[config.mk]
export PLATFORM = sky130hd
export DESIGN_NAME = concurrency_limited_job_admitter
export DESIGN_NICKNAME = d
export VERILOG_FILES = /design/src/rtl/cljadm_pkg.sv /design/src/rtl/concurrency_limited_job_admitter.sv /design/src/rtl/cljadm_dp.sv /design/src/rtl/cljadm_ctrl.sv
export SDC_FILE = /design/constraint.sdc
export NUM_CORES = 1
export LEC_CHECK = 0
export ABC_AREA = 1
export CORE_ASPECT_RATIO = 1.5
export CORE_MARGIN = 2
export CORE_UTILIZATION = 55
export CTS_CLUSTER_DIAMETER = 60
export CTS_CLUSTER_SIZE = 12
export DETAILED_ROUTE_END_ITERATION = 10
export DONT_BUFFER_PORTS = 1
export GPL_TIMING_DRIVEN = 0
export PLACE_DENSITY = 0.71
export REMOVE_ABC_BUFFERS = 1
export SYNTH_ARGS = -nofsm -noshare
export SYNTH_HDL_FRONTEND = slang
export SYNTH_SLANG_ARGS = --single-unit
[constraint.sdc]
create_clock -name clk -period 3.6 [get_ports clk]
set_input_delay 0.36 -clock clk [delete_from_list [all_inputs] [get_ports clk]]
set_output_delay 0.36 -clock clk [all_outputs]
set_load 0.03 [all_outputs]
[src/rtl/cljadm_pkg.sv]
// Shared definitions for the job admitter: operation and outcome codes,
// widths, parameter defaults and the controller/datapath interface structs.
// No dependencies.
`default_nettype none

package cljadm_pkg;

	// Fixed field widths
	localparam int unsigned OP_W      = 3;
	localparam int unsigned TAG_W     = 16;
	localparam int unsigned HANDLE_W  = 16;
	localparam int unsigned RUN_W     = 8;
	localparam int unsigned OUTCOME_W = 3;

	// Parameter defaults
	localparam int unsigned QUEUE_DEPTH_DEF = 16;
	localparam int unsigned TAG_BITS_DEF    = 16;

	// Reset value of the concurrency limit
	localparam logic [RUN_W-1:0] MAX_RUNNING_RST = 8'd4;

	// Operation codes
	localparam logic [OP_W-1:0] OP_SCHEDULE = 3'd0;
	localparam logic [OP_W-1:0] OP_DONE     = 3'd1;
	localparam logic [OP_W-1:0] OP_CANCEL   = 3'd2;
	localparam logic [OP_W-1:0] OP_SUSPEND  = 3'd3;
	localparam logic [OP_W-1:0] OP_RESUME   = 3'd4;

	// Outcome codes
	localparam logic [OUTCOME_W-1:0] OUT_STARTED      = 3'd0;
	localparam logic [OUTCOME_W-1:0] OUT_QUEUED       = 3'd1;
	localparam logic [OUTCOME_W-1:0] OUT_NOTHING      = 3'd2;
	localparam logic [OUTCOME_W-1:0] OUT_CANCELLED    = 3'd3;
	localparam logic [OUTCOME_W-1:0] OUT_NOT_QUEUED   = 3'd4;
	localparam logic [OUTCOME_W-1:0] OUT_FULL         = 3'd5;
	localparam logic [OUTCOME_W-1:0] OUT_NONE_RUNNING = 3'd6;
	localparam logic [OUTCOME_W-1:0] OUT_ACK          = 3'd7;

	// Commands from controller to datapath
	typedef struct packed {
		logic                 cap_item;   // latch request fields, clear result tag and handle
		logic                 run_inc;
		logic                 run_dec;
		logic                 push;       // write top of stack, take a handle
		logic                 set_susp;
		logic                 clr_susp;
		logic                 pop;        // drop top entry, read its tag
		logic                 can_init;   // search index <= stack count
		logic                 can_step;   // search index--, read its handle
		logic                 can_mark;   // mark entry at search index
		logic                 set_res;
		logic [OUTCOME_W-1:0] res_code;
		logic                 start_tag;  // started tag from request
		logic                 start_mem;  // started tag from stack read
		logic                 out_load;   // move result to output register
	} dp_cmd_t;

	// Status from datapath to controller
	typedef struct packed {
		logic [OP_W-1:0] op;
		logic            suspended;
		logic            can_start;
		logic            full;
		logic            run_zero;
		logic            run_max;
		logic            count_zero;
		logic            top_cancelled;
		logic            idx_zero;
		logic            handle_match;
	} dp_stat_t;

endpackage

`default_nettype wire

[src/rtl/concurrency_limited_job_admitter.sv]
// Top level of the job admitter: controller plus datapath.
// Depends on cljadm_pkg, cljadm_ctrl and cljadm_dp.
//
// Admits job tags under the max_running limit, parking the rest on a LIFO
// pending stack of QUEUE_DEPTH entries. One item is worked at a time; the
// result goes to an output register, so the next item can be accepted while
// it waits. Schedule, suspend, unknown ops, a done with none running or while
// suspended and a resume while not suspended go from dispatch straight to
// the finish state. A done or resume that tries to start a job pops stack
// entries one at a time, then reads the tag from the stack memory, or ends
// the walk on an empty stack or a running count at its 8-bit ceiling. Cancel
// walks the stack from the top, a memory read and then a handle compare per
// entry, with a final check when no handle matches. A result still held by a
// stalled output delays the next accept. No clearing pass after reset.
// max_running may be written only while idle.
`default_nettype none

module concurrency_limited_job_admitter #(
	parameter int unsigned QUEUE_DEPTH = cljadm_pkg::QUEUE_DEPTH_DEF,
	parameter int unsigned TAG_BITS    = cljadm_pkg::TAG_BITS_DEF
) (
	input  wire logic                                 clk,
	input  wire logic                                 arst_n,
	input  wire logic                                 cfg_wr_en,
	input  wire logic [cljadm_pkg::RUN_W-1:0]         cfg_wr_data,
	input  wire logic                                 req_valid,
	output logic                                      req_stall,
	input  wire logic [cljadm_pkg::OP_W-1:0]          op,
	input  wire logic [cljadm_pkg::TAG_W-1:0]         job_tag,
	input  wire logic [cljadm_pkg::HANDLE_W-1:0]      cancel_handle,
	output logic                                      rsp_valid,
	input  wire logic                                 rsp_stall,
	output logic      [cljadm_pkg::OUTCOME_W-1:0]     outcome,
	output logic      [cljadm_pkg::TAG_W-1:0]         started_tag,
	output logic      [cljadm_pkg::HANDLE_W-1:0]      queue_handle,
	output logic      [cljadm_pkg::RUN_W-1:0]         running_count
);

	cljadm_pkg::dp_cmd_t  cmd;
	cljadm_pkg::dp_stat_t stat;

	cljadm_ctrl u_ctrl (
		.clk       (clk),
		.arst_n    (arst_n),
		.req_valid (req_valid),
		.req_stall (req_stall),
		.rsp_valid (rsp_valid),
		.rsp_stall (rsp_stall),
		.stat      (stat),
		.cmd       (cmd)
	);

	cljadm_dp #(
		.QUEUE_DEPTH (QUEUE_DEPTH),
		.TAG_BITS    (TAG_BITS)
	) u_dp (
		.clk           (clk),
		.arst_n        (arst_n),
		.cfg_wr_en     (cfg_wr_en),
		.cfg_wr_data   (cfg_wr_data),
		.op            (op),
		.job_tag       (job_tag),
		.cancel_handle (cancel_handle),
		.cmd           (cmd),
		.stat          (stat),
		.outcome       (outcome),
		.started_tag   (started_tag),
		.queue_handle  (queue_handle),
		.running_count (running_count)
	);

endmodule

`default_nettype wire

[src/rtl/cljadm_dp.sv]
// Datapath of the job admitter: counters, pending stack memories, cancel
// marks, result and output registers. Driven by cljadm_ctrl commands.
// Depends on cljadm_pkg.
`default_nettype none

module cljadm_dp #(
	parameter int unsigned QUEUE_DEPTH = cljadm_pkg::QUEUE_DEPTH_DEF,
	parameter int unsigned TAG_BITS    = cljadm_pkg::TAG_BITS_DEF
) (
	input  wire logic                                 clk,
	input  wire logic                                 arst_n,
	input  wire logic                                 cfg_wr_en,
	input  wire logic [cljadm_pkg::RUN_W-1:0]         cfg_wr_data,
	input  wire logic [cljadm_pkg::OP_W-1:0]          op,
	input  wire logic [cljadm_pkg::TAG_W-1:0]         job_tag,
	input  wire logic [cljadm_pkg::HANDLE_W-1:0]      cancel_handle,
	input  wire cljadm_pkg::dp_cmd_t                  cmd,
	output cljadm_pkg::dp_stat_t                      stat,
	output logic      [cljadm_pkg::OUTCOME_W-1:0]     outcome,
	output logic      [cljadm_pkg::TAG_W-1:0]         started_tag,
	output logic      [cljadm_pkg::HANDLE_W-1:0]      queue_handle,
	output logic      [cljadm_pkg::RUN_W-1:0]         running_count
);

	// Stored tag width: tags keep their low TAG_BITS bits of the 16-bit field
	localparam int unsigned TW = (TAG_BITS < cljadm_pkg::TAG_W) ? TAG_BITS : cljadm_pkg::TAG_W;
	localparam int unsigned CW = $clog2(QUEUE_DEPTH + 1);
	localparam int unsigned IW = $clog2(QUEUE_DEPTH);
	localparam int unsigned HW = cljadm_pkg::HANDLE_W;
	localparam int unsigned RW = cljadm_pkg::RUN_W;

	// Control state
	logic [CW-1:0]          count_q;
	logic [CW-1:0]          idx_q;
	logic [RW-1:0]          run_q;
	logic [RW-1:0]          max_q;
	logic                   susp_q;
	logic [HW-1:0]          next_hdl_q;
	logic [QUEUE_DEPTH-1:0] cancel_q;

	// Latched request fields
	logic [cljadm_pkg::OP_W-1:0] op_q;
	logic [TW-1:0]               tag_q;
	logic [HW-1:0]               chandle_q;

	// Pending stack storage and registered read data
	logic [TW-1:0] tag_mem [QUEUE_DEPTH];
	logic [HW-1:0] hdl_mem [QUEUE_DEPTH];
	logic [TW-1:0] tag_rd_q;
	logic [HW-1:0] hdl_rd_q;

	// Result being built, then output register
	logic [cljadm_pkg::OUTCOME_W-1:0] res_code_q;
	logic [cljadm_pkg::TAG_W-1:0]     res_start_q;
	logic [HW-1:0]                    res_qh_q;
	logic [cljadm_pkg::OUTCOME_W-1:0] outcome_q;
	logic [cljadm_pkg::TAG_W-1:0]     started_q;
	logic [HW-1:0]                    qhandle_q;
	logic [RW-1:0]                    running_q;

	// Stack addressing
	logic [CW-1:0] top_cnt;
	logic [CW-1:0] idx_dec;
	logic [IW-1:0] wr_idx;
	logic [IW-1:0] top_idx;
	logic [IW-1:0] rd_idx;

	assign top_cnt = count_q - CW'(1);
	assign idx_dec = idx_q - CW'(1);
	assign wr_idx  = count_q[IW-1:0];
	assign top_idx = top_cnt[IW-1:0];
	assign rd_idx  = cmd.pop ? top_idx : idx_dec[IW-1:0];

	// Counters, flags and cancel marks
	always_ff @(posedge clk or negedge arst_n) begin
		if (!arst_n) begin
			count_q    <= '0;
			idx_q      <= '0;
			run_q      <= '0;
			max_q      <= cljadm_pkg::MAX_RUNNING_RST;
			susp_q     <= 1'b0;
			next_hdl_q <= '0;
			cancel_q   <= '0;
		end else begin
			if (cfg_wr_en) begin
				max_q <= cfg_wr_data;
			end
			if (cmd.push) begin
				count_q          <= count_q + CW'(1);
				next_hdl_q       <= next_hdl_q + HW'(1);
				cancel_q[wr_idx] <= 1'b0;
			end else if (cmd.pop) begin
				count_q <= top_cnt;
			end
			if (cmd.can_mark) begin
				cancel_q[idx_q[IW-1:0]] <= 1'b1;
			end
			if (cmd.can_init) begin
				idx_q <= count_q;
			end else if (cmd.can_step) begin
				idx_q <= idx_dec;
			end
			if (cmd.run_inc) begin
				run_q <= run_q + RW'(1);
			end else if (cmd.run_dec) begin
				run_q <= run_q - RW'(1);
			end
			if (cmd.set_susp) begin
				susp_q <= 1'b1;
			end else if (cmd.clr_susp) begin
				susp_q <= 1'b0;
			end
		end
	end

	// Stack memories: one write or one read per cycle
	always_ff @(posedge clk) begin
		if (cmd.push) begin
			tag_mem[wr_idx] <= tag_q;
			hdl_mem[wr_idx] <= next_hdl_q;
		end
		if (cmd.pop || cmd.can_step) begin
			tag_rd_q <= tag_mem[rd_idx];
			hdl_rd_q <= hdl_mem[rd_idx];
		end
	end

	// Request capture, result build and output register
	always_ff @(posedge clk) begin
		if (cmd.cap_item) begin
			op_q        <= op;
			tag_q       <= job_tag[TW-1:0];
			chandle_q   <= cancel_handle;
			res_start_q <= '0;
			res_qh_q    <= '0;
		end
		if (cmd.set_res) begin
			res_code_q <= cmd.res_code;
		end
		if (cmd.start_tag) begin
			res_start_q <= cljadm_pkg::TAG_W'(tag_q);
		end else if (cmd.start_mem) begin
			res_start_q <= cljadm_pkg::TAG_W'(tag_rd_q);
		end
		if (cmd.push) begin
			res_qh_q <= next_hdl_q;
		end
		if (cmd.out_load) begin
			outcome_q <= res_code_q;
			started_q <= res_start_q;
			qhandle_q <= res_qh_q;
			running_q <= run_q;
		end
	end

	// Status to controller
	always_comb begin
		stat               = '0;
		stat.op            = op_q;
		stat.suspended     = susp_q;
		stat.can_start     = !susp_q && (run_q < max_q);
		stat.full          = (count_q == CW'(QUEUE_DEPTH));
		stat.run_zero      = (run_q == '0);
		stat.run_max       = (run_q == '1);
		stat.count_zero    = (count_q == '0);
		stat.top_cancelled = cancel_q[top_idx];
		stat.idx_zero      = (idx_q == '0);
		stat.handle_match  = (hdl_rd_q == chandle_q);
	end

	assign outcome       = outcome_q;
	assign started_tag   = started_q;
	assign queue_handle  = qhandle_q;
	assign running_count = running_q;

	// Stack never overfills
	a_count_bound: assert property (@(posedge clk) disable iff (!arst_n)
		count_q <= CW'(QUEUE_DEPTH))
		else $error("pending count above depth");

	// Push only into a stack with room
	a_push_room: assert property (@(posedge clk) disable iff (!arst_n)
		cmd.push |-> !stat.full)
		else $error("push into full stack");

	// A cancel mark lands on a live entry
	a_mark_live: assert property (@(posedge clk) disable iff (!arst_n)
		cmd.can_mark |-> (idx_q < count_q))
		else $error("cancel mark outside stack");

endmodule

`default_nettype wire

[src/rtl/cljadm_ctrl.sv]
// Controller of the job admitter: takes one item at a time, sequences the
// datapath through the operation and hands the result to the output.
// Depends on cljadm_pkg.
`default_nettype none

module cljadm_ctrl (
	input  wire logic                 clk,
	input  wire logic                 arst_n,
	input  wire logic                 req_valid,
	output logic                      req_stall,
	output logic                      rsp_valid,
	input  wire logic                 rsp_stall,
	input  wire cljadm_pkg::dp_stat_t stat,
	output cljadm_pkg::dp_cmd_t       cmd
);

	localparam logic [2:0] ST_IDLE    = 3'd0;
	localparam logic [2:0] ST_DISP    = 3'd1;
	localparam logic [2:0] ST_POP     = 3'd2;
	localparam logic [2:0] ST_POP_TAG = 3'd3;
	localparam logic [2:0] ST_CAN_RD  = 3'd4;
	localparam logic [2:0] ST_CAN_CMP = 3'd5;
	localparam logic [2:0] ST_FIN     = 3'd6;

	logic [2:0] state_q;
	logic [2:0] state_d;
	logic       rsp_valid_q;
	logic       out_ok;

	// Output slot free, or its item leaves this cycle
	assign out_ok    = !rsp_valid_q || !rsp_stall;
	assign req_stall = (state_q != ST_IDLE);
	assign rsp_valid = rsp_valid_q;

	// Next state and datapath commands
	always_comb begin
		state_d = state_q;
		cmd     = '0;
		unique case (state_q)
			ST_IDLE: begin
				if (req_valid) begin
					cmd.cap_item = 1'b1;
					state_d      = ST_DISP;
				end
			end
			ST_DISP: begin
				cmd.set_res = 1'b1;
				state_d     = ST_FIN;
				unique case (stat.op)
					cljadm_pkg::OP_SCHEDULE: begin
						if (stat.can_start) begin
							cmd.run_inc   = 1'b1;
							cmd.start_tag = 1'b1;
							cmd.res_code  = cljadm_pkg::OUT_STARTED;
						end else if (stat.full) begin
							cmd.res_code = cljadm_pkg::OUT_FULL;
						end else begin
							cmd.push     = 1'b1;
							cmd.res_code = cljadm_pkg::OUT_QUEUED;
						end
					end
					cljadm_pkg::OP_DONE: begin
						if (stat.run_zero) begin
							cmd.res_code = cljadm_pkg::OUT_NONE_RUNNING;
						end else begin
							cmd.run_dec  = 1'b1;
							cmd.res_code = cljadm_pkg::OUT_NOTHING;
							if (!stat.suspended) begin
								state_d = ST_POP;
							end
						end
					end
					cljadm_pkg::OP_CANCEL: begin
						cmd.can_init = 1'b1;
						cmd.res_code = cljadm_pkg::OUT_NOT_QUEUED;
						state_d      = ST_CAN_RD;
					end
					cljadm_pkg::OP_SUSPEND: begin
						cmd.set_susp = 1'b1;
						cmd.res_code = cljadm_pkg::OUT_ACK;
					end
					cljadm_pkg::OP_RESUME: begin
						cmd.res_code = cljadm_pkg::OUT_NOTHING;
						if (stat.suspended) begin
							cmd.clr_susp = 1'b1;
							state_d      = ST_POP;
						end
					end
					default: begin
						cmd.res_code = cljadm_pkg::OUT_ACK;
					end
				endcase
			end
			// Pop from the top until a live entry turns up, the stack is empty or the running count is at its ceiling
			ST_POP: begin
				if (stat.run_max || stat.count_zero) begin
					state_d = ST_FIN;
				end else begin
					cmd.pop = 1'b1;
					if (!stat.top_cancelled) begin
						state_d = ST_POP_TAG;
					end
				end
			end
			ST_POP_TAG: begin
				cmd.run_inc   = 1'b1;
				cmd.start_mem = 1'b1;
				cmd.set_res   = 1'b1;
				cmd.res_code  = cljadm_pkg::OUT_STARTED;
				state_d       = ST_FIN;
			end
			// Handle search from the top, read then compare
			ST_CAN_RD: begin
				if (stat.idx_zero) begin
					state_d = ST_FIN;
				end else begin
					cmd.can_step = 1'b1;
					state_d      = ST_CAN_CMP;
				end
			end
			ST_CAN_CMP: begin
				if (stat.handle_match) begin
					cmd.can_mark = 1'b1;
					cmd.set_res  = 1'b1;
					cmd.res_code = cljadm_pkg::OUT_CANCELLED;
					state_d      = ST_FIN;
				end else begin
					state_d = ST_CAN_RD;
				end
			end
			ST_FIN: begin
				if (out_ok) begin
					cmd.out_load = 1'b1;
					state_d      = ST_IDLE;
				end
			end
			default: begin
				state_d = ST_IDLE;
			end
		endcase
	end

	// State and output valid
	always_ff @(posedge clk or negedge arst_n) begin
		if (!arst_n) begin
			state_q     <= ST_IDLE;
			rsp_valid_q <= 1'b0;
		end else begin
			state_q <= state_d;
			if (cmd.out_load) begin
				rsp_valid_q <= 1'b1;
			end else if (!rsp_stall) begin
				rsp_valid_q <= 1'b0;
			end
		end
	end

	// An accepted item keeps the request side stalled next cycle
	a_busy_after_accept: assert property (@(posedge clk) disable iff (!arst_n)
		(req_valid && !req_stall) |=> req_stall)
		else $error("request side not stalled after accept");

	// A finished result waits while the output is stalled
	a_fin_hold: assert property (@(posedge clk) disable iff (!arst_n)
		(state_q == ST_FIN && rsp_valid_q && rsp_stall) |=> (state_q == ST_FIN))
		else $error("result left while output stalled");

	// Pops only from a non-empty stack and below the running ceiling
	a_pop_nonempty: assert property (@(posedge clk) disable iff (!arst_n)
		cmd.pop |-> (!stat.count_zero && !stat.run_max))
		else $error("pop from empty stack or at running limit");

endmodule

`default_nettype wire

Yosys cells after proc, flatten, opt, wreduce, memory -nomap -nowiden --
Memory sizes are Yosys's and may differ from the RTL's. A register that Yosys moved wholly into a read port is not among the register bits. Cells that the tools add are included.
Word-level totals: output and inout port bits 45, bits in registers 176, input bits 48, logic and storage cells 142, memories 2, memory bits (writable) 512
Operators by class: add/subtract/negate cells 6, reductions and logical operators 22, equal/unequal tests 17, order comparisons 6, bitwise logic cells 3, muxes and demuxes 67
Memories:
- u_dp.hdl_mem | depth 16, bits a word 16, read ports 1, clocked after Yosys merged registers in 1, wr ports 1, RTL line cljadm_dp.sv:48 | logic [HW-1:0] hdl_mem [QUEUE_DEPTH];
- u_dp.tag_mem | depth 16, bits a word 16, read ports 1, clocked after Yosys merged registers in 1, wr ports 1, RTL line cljadm_dp.sv:47 | logic [TW-1:0] tag_mem [QUEUE_DEPTH];
Operator list (count):
- 16-bit 2-to-1 mux | 6
- 1-bit 2-to-1 mux | 32
- 3-bit 2-to-1 mux | 10
- 5-bit 2-to-1 mux | 5
- 3-bit case mux with 7 select lines | 1
- 16-bit by 1-bit adder with 16-bit output (second input constant) | 1
- 16-bit AND | 1
- 16-bit equality test | 1
- 8-bit 2-to-1 mux | 2
- 16-bit NOT | 1
- 16-bit bitwise OR | 1
- 4-bit by 5-bit less-than comparator with 1-bit output (second input constant) | 3
- 3-bit by 2-bit equality test with 1-bit output (second input constant) | 4
- 3-bit equality test (second input constant) | 4
- 3-bit case mux with 4 select lines | 1
- 4-bit case mux with 3 select lines | 1
- 5-bit zero test | 2
- 2-bit nonzero test | 5
- 5-bit by 1-bit subtractor with 5-bit output (second input constant) | 2
- 3-bit case mux with 3 select lines | 1
- 8-bit by 1-bit adder with 8-bit output (second input constant) | 1
- 1-bit demux with 4-bit select | 2
- 8-bit equality test (second input constant) | 1
- 4-bit by 1-bit greater-or-equal comparator with 1-bit output (second input constant) | 2
- other kinds (19) | 31

Longest topological paths before layout --
Gate-level depths: netlist of run 1.
depth in word-level cells 9, mapped depth 20, gate-level depth less buffers 20

By module --
A second synthesis of run 1 with hierarchy kept.
Second synthesis, totals: cells, all modules 2905, area total of the unflattened synthesis 31367.6 um2
By module, submodules not included:
- cljadm_dp | cells each 2817, area each 30853.3 um2, times used 1, seq. area each 21206.6 um2
- cljadm_ctrl | cells each 88, area each 514.2 um2, times used 1, seq. area each 100.1 um2

Worst setup path after synthesis of run 1 --
Ideal clock, no wire load.
path type register to register, start reg u_dp.count_q[0], end mem u_dp.hdl_mem[10][0] (netlist bit), enable pin, period minus slack after synthesis 3.671 ns, required time 3.179 ns, library setup time 0.421 ns, arrival time 3.250 ns, path slack -0.071 ns, cell stages (with the launch flop) 12, cell sequence dfrtp_1 -> buf_2 -> inv_1 -> clkbuf_1 -> ha_1 -> nand2_1 -> nor2_1 -> nor2_1 -> a21boi_2 -> buf_4 -> nand2_2 -> nor2_1
On the way: longest elaborated chain between the ends 7
RTL lines:
- from (decl) | RTL line cljadm_dp.sv:33 | logic [CW-1:0] count_q;
- from (signal assigned) | RTL line cljadm_dp.sv:89 | count_q <= count_q + CW'(1);
- from (signal assigned) | RTL line cljadm_dp.sv:93 | count_q <= top_cnt;
- 5-bit equality test | RTL line cljadm_dp.sv:162 | stat.full = (count_q == CW'(QUEUE_DEPTH));
- 1-bit 2-to-1 mux | RTL line cljadm_ctrl.sv:55 | end else if (stat.full) begin
- 1-bit 2-to-1 mux | RTL line cljadm_ctrl.sv:51 | if (stat.can_start) begin
- 1-bit 2-to-1 mux | RTL line cljadm_ctrl.sv:49 | unique case (stat.op)
- 4-bit 2-to-1 mux | RTL line cljadm_ctrl.sv:39 | unique case (state_q)
- 1-bit 2-to-1 mux | RTL line cljadm_dp.sv:118 | if (cmd.push) begin
- 1-bit 2-to-1 mux (implied by the code) | RTL line cljadm_dp.sv:120 | hdl_mem[wr_idx] <= next_hdl_q;
- to (decl) | RTL line cljadm_dp.sv:48
Several ways; a longest one is shown, not always the timed one.

Worst setup path after layout of run 1 --
start reg u_dp.count_q[0], end reg u_dp.hdl_rd_q[3] (read register of u_dp.hdl_mem), data pin
On the way: longest elaborated chain between the ends 5, elaborated cells between the ends (all ways) 7, those cells by class add/sub (1); mux (3); reduce/logical (3)
RTL lines:
- branches (longest 5 deep; another with 5-bit by 1-bit subtractor with 5-bit output)
- to (decl) | RTL line cljadm_dp.sv:50 | logic [HW-1:0] hdl_rd_q;
Several ways; the timed one is not identified. A chain may end at the register's enable or synchronous reset.

==> results.sh, run 1 <==
export IMPL_core_rowCount=107
export IMPL_fin_crit_sh_pct=97.7
export IMPL_worst_setup_path_end_kind="register"
export IMPL_hold_viol_final=0
export IMPL_die_height_microns=297
export IMPL_place_inst=3542
export IMPL_final_cell_mix="edfxtp_1 (657), nand3_1 (561), nand2_1 (549), inv_1 (493), nand3b_1 (98)"
export IMPL_synth_ff_type="edfxtp_1"
export IMPL_utilization_pct=63.3
export IMPL_timing_fmax_ghz=0.284
export IMPL_clkTransAtPathRegs_ns=0.07
export IMPL_grt_pass1_vias=22300
export IMPL_critPathKind="reg -> reg"
export IMPL_reg2reg_to="u_dp.hdl_rd_q[3]"
export IMPL_clock_sinks=720
export IMPL_grt_setup_unrepaired="false"
export IMPL_period_minus_slack_ns=3.52
export IMPL_start_util_pct=55.4
export IMPL_grt_max_degree=73
export IMPL_dieArea_sq_um=59000
export IMPL_layout_commonest_cell="edfxtp_1"
export IMPL_synth_cell_types=42
export IMPL_dp_hpwl_mm=48.0
export IMPL_core_region_area_sq_um=56600
export IMPL_power_density_nw_per_um2=886
export IMPL_routed_wl_mm=85.2
export IMPL_crit_fanout=56
export IMPL_max_vdd_ir_drop_mv=0.830
export IMPL_crit_path_start_kind="register"
export IMPL_setup_viol=0
export IMPL_ant_nets=0
export IMPL_antenna_found_initial=2
export IMPL_htreeDepth=3
export IMPL_cts_buffers=71
export IMPL_hold_ws_ns=0.148
export IMPL_pre_cts_ws_ns=-1.18
export IMPL_p_seq_share_pct=35.3
export IMPL_drive_gt1_share_pct=7.22
export IMPL_max_stage_delay_ns=0.53
export IMPL_postSynthAreaPerCell_sq_um=10.9
export IMPL_worstPathArrival_ns=4.00
export IMPL_hold_path_end="u_dp.running_count[4]"
export IMPL_ys_seq_area_share_pct=67.9
export IMPL_ys_seq_elements=720
export IMPL_slowest_stage="dfrtp_2"
export IMPL_grt_overflow=0
export IMPL_final_cells=3727
export IMPL_grt_pass1_wl_mm=124
export IMPL_rr_startpoint="u_dp.count_q[0]"
export IMPL_critPathLaunch="u_dp.count_q[0]"
export IMPL_num_vias=21900
export IMPL_die_w_microns=199
export IMPL_gp_congestion=0.870
export IMPL_skew_ns=0.0350
export IMPL_io_pins=93
export IMPL_combPwrFrac_pct=43.3
export IMPL_grt_total_usage_pct=28.7
export IMPL_maxCapViolations=0
export IMPL_min_path_cells=1
export IMPL_remaining_drc_errors=0
export IMPL_vias_per_cell=5.88
export IMPL_hold_class="in -> reg"
export IMPL_dr_pass1_iters=6
export IMPL_power_mw=31.8
export IMPL_r2r_worst_path_cells=13
export IMPL_drtIter0Drc=2227
export IMPL_p_int_mw=18.4
export IMPL_power_frac_clock_pct=21.4
export IMPL_port_buffers=0
export IMPL_min_delay_start="rsp_stall"
export IMPL_cts_path_max_buffers=3
export IMPL_drv_slew=0
export IMPL_cts_tree="built"
export IMPL_cts_root_buf="clkbuf_16"
export IMPL_netlist_area_sq_um=31400
export IMPL_tightest_slew_ns=1.09
export IMPL_crit_required_ns=4.09
export IMPL_clk_latency_ns=0.64
export IMPL_post_drt_wl_per_cell_microns=22.9
export IMPL_ys_warn_count=0
export IMPL_synth_async_sr_flop_share_pct=8.75
export IMPL_synth_cells=2870
export IMPL_switching_share_pct=42.1
export IMPL_p_leak_nw=14.5
export IMPL_crit_chain="clkinvlp_4 -> ha_1 -> nand3_4 -> nand3_4 -> nand2_1 -> nand2_8 -> buf_16 -> inv_12 -> buf_16 -> nand3_1 -> nand3_1 -> nand3_1 -> nand2_1"
export IMPL_nets=3004
export IMPL_fill_cells=4036
export IMPL_cpMostUsedCell="nand3_1"
export IMPL_areaGrowthSynthToFinish_pct=14.3
export IMPL_status="complete, no violations"
export IMPL_setup_ws_ns=0.0831
export IMPL_synth_edf_count=657
export IMPL_p_switching_mw=13.4
export IMPL_relSlewSlack_pct=27.4
export IMPL_rrSetupSlack_ns=0.08
==> power by group through the flow <==
stage	clock network, mW	registers [mW]	logic [mW]
CTS	6.84	11.2	13.3
global placement	0	11.3	8.51
detailed placement	0	11.4	12.7
finish	6.79	11.2	13.8
floorplan	0	11.1	7.42
global route	7.16	11.3	14.8
==> timing repair <==
| action | CTS | global route |
|---|---|---|
| gates cloned | 4 | 3 |
| hold endpoints to repair | 109 | 0 |
| setup buffers | 22 | 4 |
| pin swaps | 16 | 3 |
| hold buffers | 48 | 0 |
| resized for setup | 11 | 7 |
| setup endpoints to repair | 566 | 435 |
==> cells by family (layout without fill, tap and decap cells) <==
logic type               Yosys count  count (layout)  share of synthesized area, %
buffers and inverters            636             726                          8.30
XOR/XNOR                          39              39                          1.09
other                              0               1                             0
flip-flops                       720             720                          67.9
AO/OA/AOI/OAI                     99             100                          1.71
adder cells (fa/ha/maj)           23              23                         0.941
AND/OR/NAND/NOR                 1353            1355                          20.1
==> cell usage after synthesis (2+ instances only) <==
library cell,instances,area [sq um]
o22ai_1,4,25.0
inv_2,4,15.0
edfxtp_1,657,19700
a21oi_1,22,110
nor3_1,15,75.1
nand3b_1,98,736
xor2_1,30,263
or2_2,5,31.3
clkbuf_1,19,71.3
nor2_1,93,349
dfrtp_1,62,1550
nand2_1,555,2080
nand3_1,561,2810
o211ai_1,5,37.5
nand3_4,2,35.0
buf_4,25,188
buf_1,8,30.0
xnor2_1,9,78.8
ha_1,22,275
buf_6,3,33.8
nand2_2,6,37.5
nand4_1,10,62.6
o21ai_0,60,300
nor2_4,2,22.5
inv_1,496,1860
buf_2,81,405
==> how the worst max path moves through the flow <==
stage                              endpoint  cells past startpoint
after detailed placement   u_dp.hdl_rd_q[4]                     15
after global placement     u_dp.hdl_rd_q[3]                     10
after global routing          u_dp.run_q[7]                     19
after floorplan           u_dp.hdl_rd_q[15]                     10
after CTS                  u_dp.hdl_rd_q[6]                     13
final                      u_dp.hdl_rd_q[3]                     13
==> critical path: cells and delay by family, from the launching register on <==
family / cells / cell delay (ns)
fa+ha+maj: 1 / 0.32
simple gates: 8 / 1.36
flops: 1 / 0.53
buf+inv: 4 / 1.03
==> area by class of cell <==
cell class	instances	area, sq um	share of cell area (%)
timing repair buffer	123	1950	5.42
antenna	1	2.50	0.00698
clock inverter	8	106	0.296
tap	763	955	2.66
inverter	500	1900	5.29
sequential	720	21300	59.4
multi-input combinational	1517	7740	21.6
clock buffer	95	1910	5.32
==> registers in the layout (all words and copies together), names as in the netlist <==
signal / cells
u_dp.outcome: 3
u_dp.tag_rd_q: 16
u_dp.started_tag: 16
u_dp.hdl_mem: 256
u_dp.idx_q: 5
u_dp.hdl_rd_q: 16
u_dp.next_hdl_q: 16
u_dp.running_count: 8
u_dp.tag_mem: 256
u_dp.res_qh_q: 16
u_dp.res_start_q: 16
u_dp.res_code_q: 3
u_dp.run_q: 8
u_dp.chandle_q: 16
u_ctrl.rsp_valid: 1
u_dp.max_q: 8
u_ctrl.state_q: 3
u_dp.tag_q: 16
u_dp.op_q: 3
u_dp.susp_q: 1
u_dp.cancel_q: 16
u_dp.count_q: 5
u_dp.queue_handle: 16
==> through the flow <==
stage	instance area, sq um	TNS (ns)
after detailed placement	32800	-396.06
after global routing	35900	0
final	35900	0
after CTS	35800	0
after floorplan	30700	-286.16
after global placement	31600	-2151.05
==> layer usage <==
layer / global-route usage (%) / part of all wire, %
met5: 0 / 0
met4: 18.6 / 6.2
met3: 4.86 / 8.8
met2: 49.1 / 50
met1: 33.4 / 35
Note: power is estimated with default switching activity, not from simulation.
==> inputs of run 2 (changes only) <==
--- a/config.mk
+++ b/config.mk
@@ -6,15 +6,14 @@
 export NUM_CORES = 1
 export LEC_CHECK = 0
 export ABC_AREA = 1
+export BUFFER_PORTS_ARGS = -buffer_cell sky130_fd_sc_hd__buf_2
 export CORE_ASPECT_RATIO = 1.5
 export CORE_MARGIN = 2
 export CORE_UTILIZATION = 55
 export CTS_CLUSTER_DIAMETER = 60
 export CTS_CLUSTER_SIZE = 12
 export DETAILED_ROUTE_END_ITERATION = 10
-export DONT_BUFFER_PORTS = 1
-export GPL_TIMING_DRIVEN = 0
-export PLACE_DENSITY = 0.71
+export PLACE_DENSITY = 0.73
 export REMOVE_ABC_BUFFERS = 1
 export SYNTH_ARGS = -nofsm -noshare
 export SYNTH_HDL_FRONTEND = slang
==> run 2 against run 1 <==
Critical path depth increased by 4. Clock skew decreased by 0.0078 ns. Cell area decreased by 0.15%. Die area unchanged. Global-route usage decreased by 1.1 points. Via count decreased by 1.2%. Fmax increased by 8.5%. Utilization decreased by 0.095 points. Register-to-register slack improved by 0.28 ns. Final cell count increased by 2.3%. Clock power decreased by 2%. Combinational power about the same.
==> results.sh, run 2 (synthesis results as in run 1) <==
export IMPL_worstPathArrival_ns=3.75
export IMPL_crit_fanout=7
export IMPL_hold_class="in -> reg"
export IMPL_areaGrowthSynthToFinish_pct=14.1
export IMPL_max_stage_delay_ns=0.43
export IMPL_worst_setup_path_end_kind="register"
export IMPL_start_util_pct=55.4
export IMPL_ctsResizeCount=0
export IMPL_cts_root_buf="clkbuf_16"
export IMPL_vias_per_cell=5.69
export IMPL_grt_max_degree=129
export IMPL_p_switching_mw=12.8
export IMPL_cts_path_max_buffers=3
export IMPL_layout_commonest_cell="edfxtp_1"
export IMPL_cts_setup_buffers=0
export IMPL_ctsHoldBuffers=44
export IMPL_place_inst=3668
export IMPL_drive_gt1_share_pct=9.77
export IMPL_grt_overflow=0
export IMPL_p_leak_nw=14.7
export IMPL_path_buf_inv=2
export IMPL_hold_viol_final=0
export IMPL_status="complete, no violations"
export IMPL_p_seq_share_pct=35.4
export IMPL_crit_path_start_kind="register"
export IMPL_cts_tree="built"
export IMPL_antenna_found_initial=1
export IMPL_grt_total_usage_pct=27.6
export IMPL_port_buffers=92
export IMPL_detailed_place_area_sq_um=33400
export IMPL_period_minus_slack_ns=3.24
export IMPL_clk_latency_ns=0.63
export IMPL_remaining_drc_errors=0
export IMPL_crit_chain="ha_1 -> a21oi_1 -> nand2_1 -> nor3b_2 -> nand3b_1 -> nand2_1 -> inv_1 -> ha_1 -> a21oi_1 -> nand2_1 -> nand2_1 -> o211ai_1 -> or2_2 -> nand2_1 -> nand2_1 -> nand2_1 -> inv_1"
export IMPL_core_rowCount=107
export IMPL_hold_ws_ns=0.0454
export IMPL_switching_share_pct=41.1
export IMPL_die_height_microns=297
export IMPL_fin_area_sq_um=35800
export IMPL_post_drt_wl_per_cell_microns=21.0
export IMPL_fin_crit_sh_pct=90.0
export IMPL_combPwrFrac_pct=43.2
export IMPL_p_int_mw=18.4
export IMPL_cp_top_family="simple AND/OR/NAND/NOR gates"
export IMPL_ant_nets=0
export IMPL_maxCapViolations=0
export IMPL_grt_pass1_vias=21600
export IMPL_final_cell_mix="edfxtp_1 (657), nand3_1 (561), nand2_1 (552), inv_1 (495), nand3b_1 (98)"
export IMPL_relSlewSlack_pct=36.3
export IMPL_drtIter0Drc=2080
export IMPL_num_vias=21700
export IMPL_max_vdd_ir_drop_mv=0.740
export IMPL_setup_ws_ns=0.360
export IMPL_final_cells=3813
export IMPL_grt_setup_unrepaired="false"
export IMPL_io_pins=93
export IMPL_htreeDepth=3
export IMPL_power_mw=31.2
export IMPL_setup_viol=0
export IMPL_reg_largest_list="u_dp.hdl_mem (256), u_dp.tag_mem (256)"
export IMPL_drv_slew=0
export IMPL_core_region_area_sq_um=56600
export IMPL_clock_sinks=720
export IMPL_tightest_slew_ns=0.955
export IMPL_skew_ns=0.0272
export IMPL_clkTransAtPathRegs_ns=0.06
export IMPL_power_frac_clock_pct=21.4
export IMPL_slowest_stage="dfrtp_1"
export IMPL_gp_congestion=0.902
export IMPL_timing_fmax_ghz=0.309
export IMPL_nets=3092
export IMPL_cts_buffers=70
export IMPL_dieArea_sq_um=59000
export IMPL_die_w_microns=199
export IMPL_dr_pass1_iters=8
export IMPL_dp_hpwl_mm=45.5
export IMPL_routed_wl_mm=80.0
export IMPL_critPathKind="reg -> reg"
export IMPL_power_density_nw_per_um2=870
export IMPL_grt_pass1_wl_mm=121
export IMPL_crit_required_ns=4.11
export IMPL_pre_cts_ws_ns=0.373
export IMPL_cpMostUsedCell="nand2_1"
==> run 2: final cells by class <==
cell class / instances / area [sq um]
Sequential cell: 720 / 21300
Fill cell: 4166 / 20800
Multi-Input combinational cell: 1514 / 7660
Timing Repair Buffer: 215 / 2040
Inverter: 500 / 1880
Clock buffer: 91 / 1840
Tap cell: 763 / 955
Clock inverter: 9 / 130
Antenna cell: 1 / 2.50
==> run 2: worst paths after layout <==
| path | start | to | slack, ns | cells after the start |
|---|---|---|---|---|
| max | u_dp.run_q[7] | u_dp.run_q[7] | 0.36 | 17 |
| min | req_valid | u_ctrl.state_q[1] | 0.05 | 3 |
| max reg2reg | u_dp.run_q[7] | u_dp.run_q[7] | 0.36 | 17 |
| min reg2reg | u_dp.res_qh_q[0] | u_dp.queue_handle[0] | 0.40 | 0 |
| max in group asynchronous | arst_n | u_dp.next_hdl_q[10] | 2.48 | 3 |
| min in group asynchronous | arst_n | u_dp.susp_q | 0.28 | 2 |
==> run 2: per-stage QoR <==
step / utilization [%] / setup TNS (ns)
4_1_cts: 63.2 / 0
3_3_place_gp: 59.0 / 0
5_1_grt: 63.2 / 0
2_1_floorplan: - / -286.16
3_5_place_dp: 59.0 / 0
6_report: 63.2 / 0
==> run 2: power by group through the flow <==
stage	Sequential [mW]	Combinational, mW	Clock (mW)
6_report	11.0	13.5	6.68
2_1_floorplan	11.1	7.42	0
3_3_place_gp	11.1	12.9	0
5_1_grt	11.1	14.7	7.05
3_5_place_dp	11.2	13.2	0
4_1_cts	11.0	13.3	6.75
==> run 2: metal layers <==
metal / wire length, microns / share of wire, % / vias up / GRT usage [%]
met5: 0 / 0 / - / 0
met4: 4210 / 5.3 / 0 / 16.3
met2: 40100 / 50 / 1164 / 47.4
li1: - / - / 9859 / -
met3: 6890 / 8.6 / 228 / 4.55
met1: 28800 / 36 / 10400 / 32.6
==> run 2: worst reg2reg max path: cells and delay by family (launching register included) <==
family,cells,cell delay [ns]
AO/OA/AOI/OAI,3,0.44
buffers and inverters,2,0.19
AND/OR/NAND/NOR,10,1.38
flip-flops,1,0.43
adder cells (fa/ha/maj),2,0.70
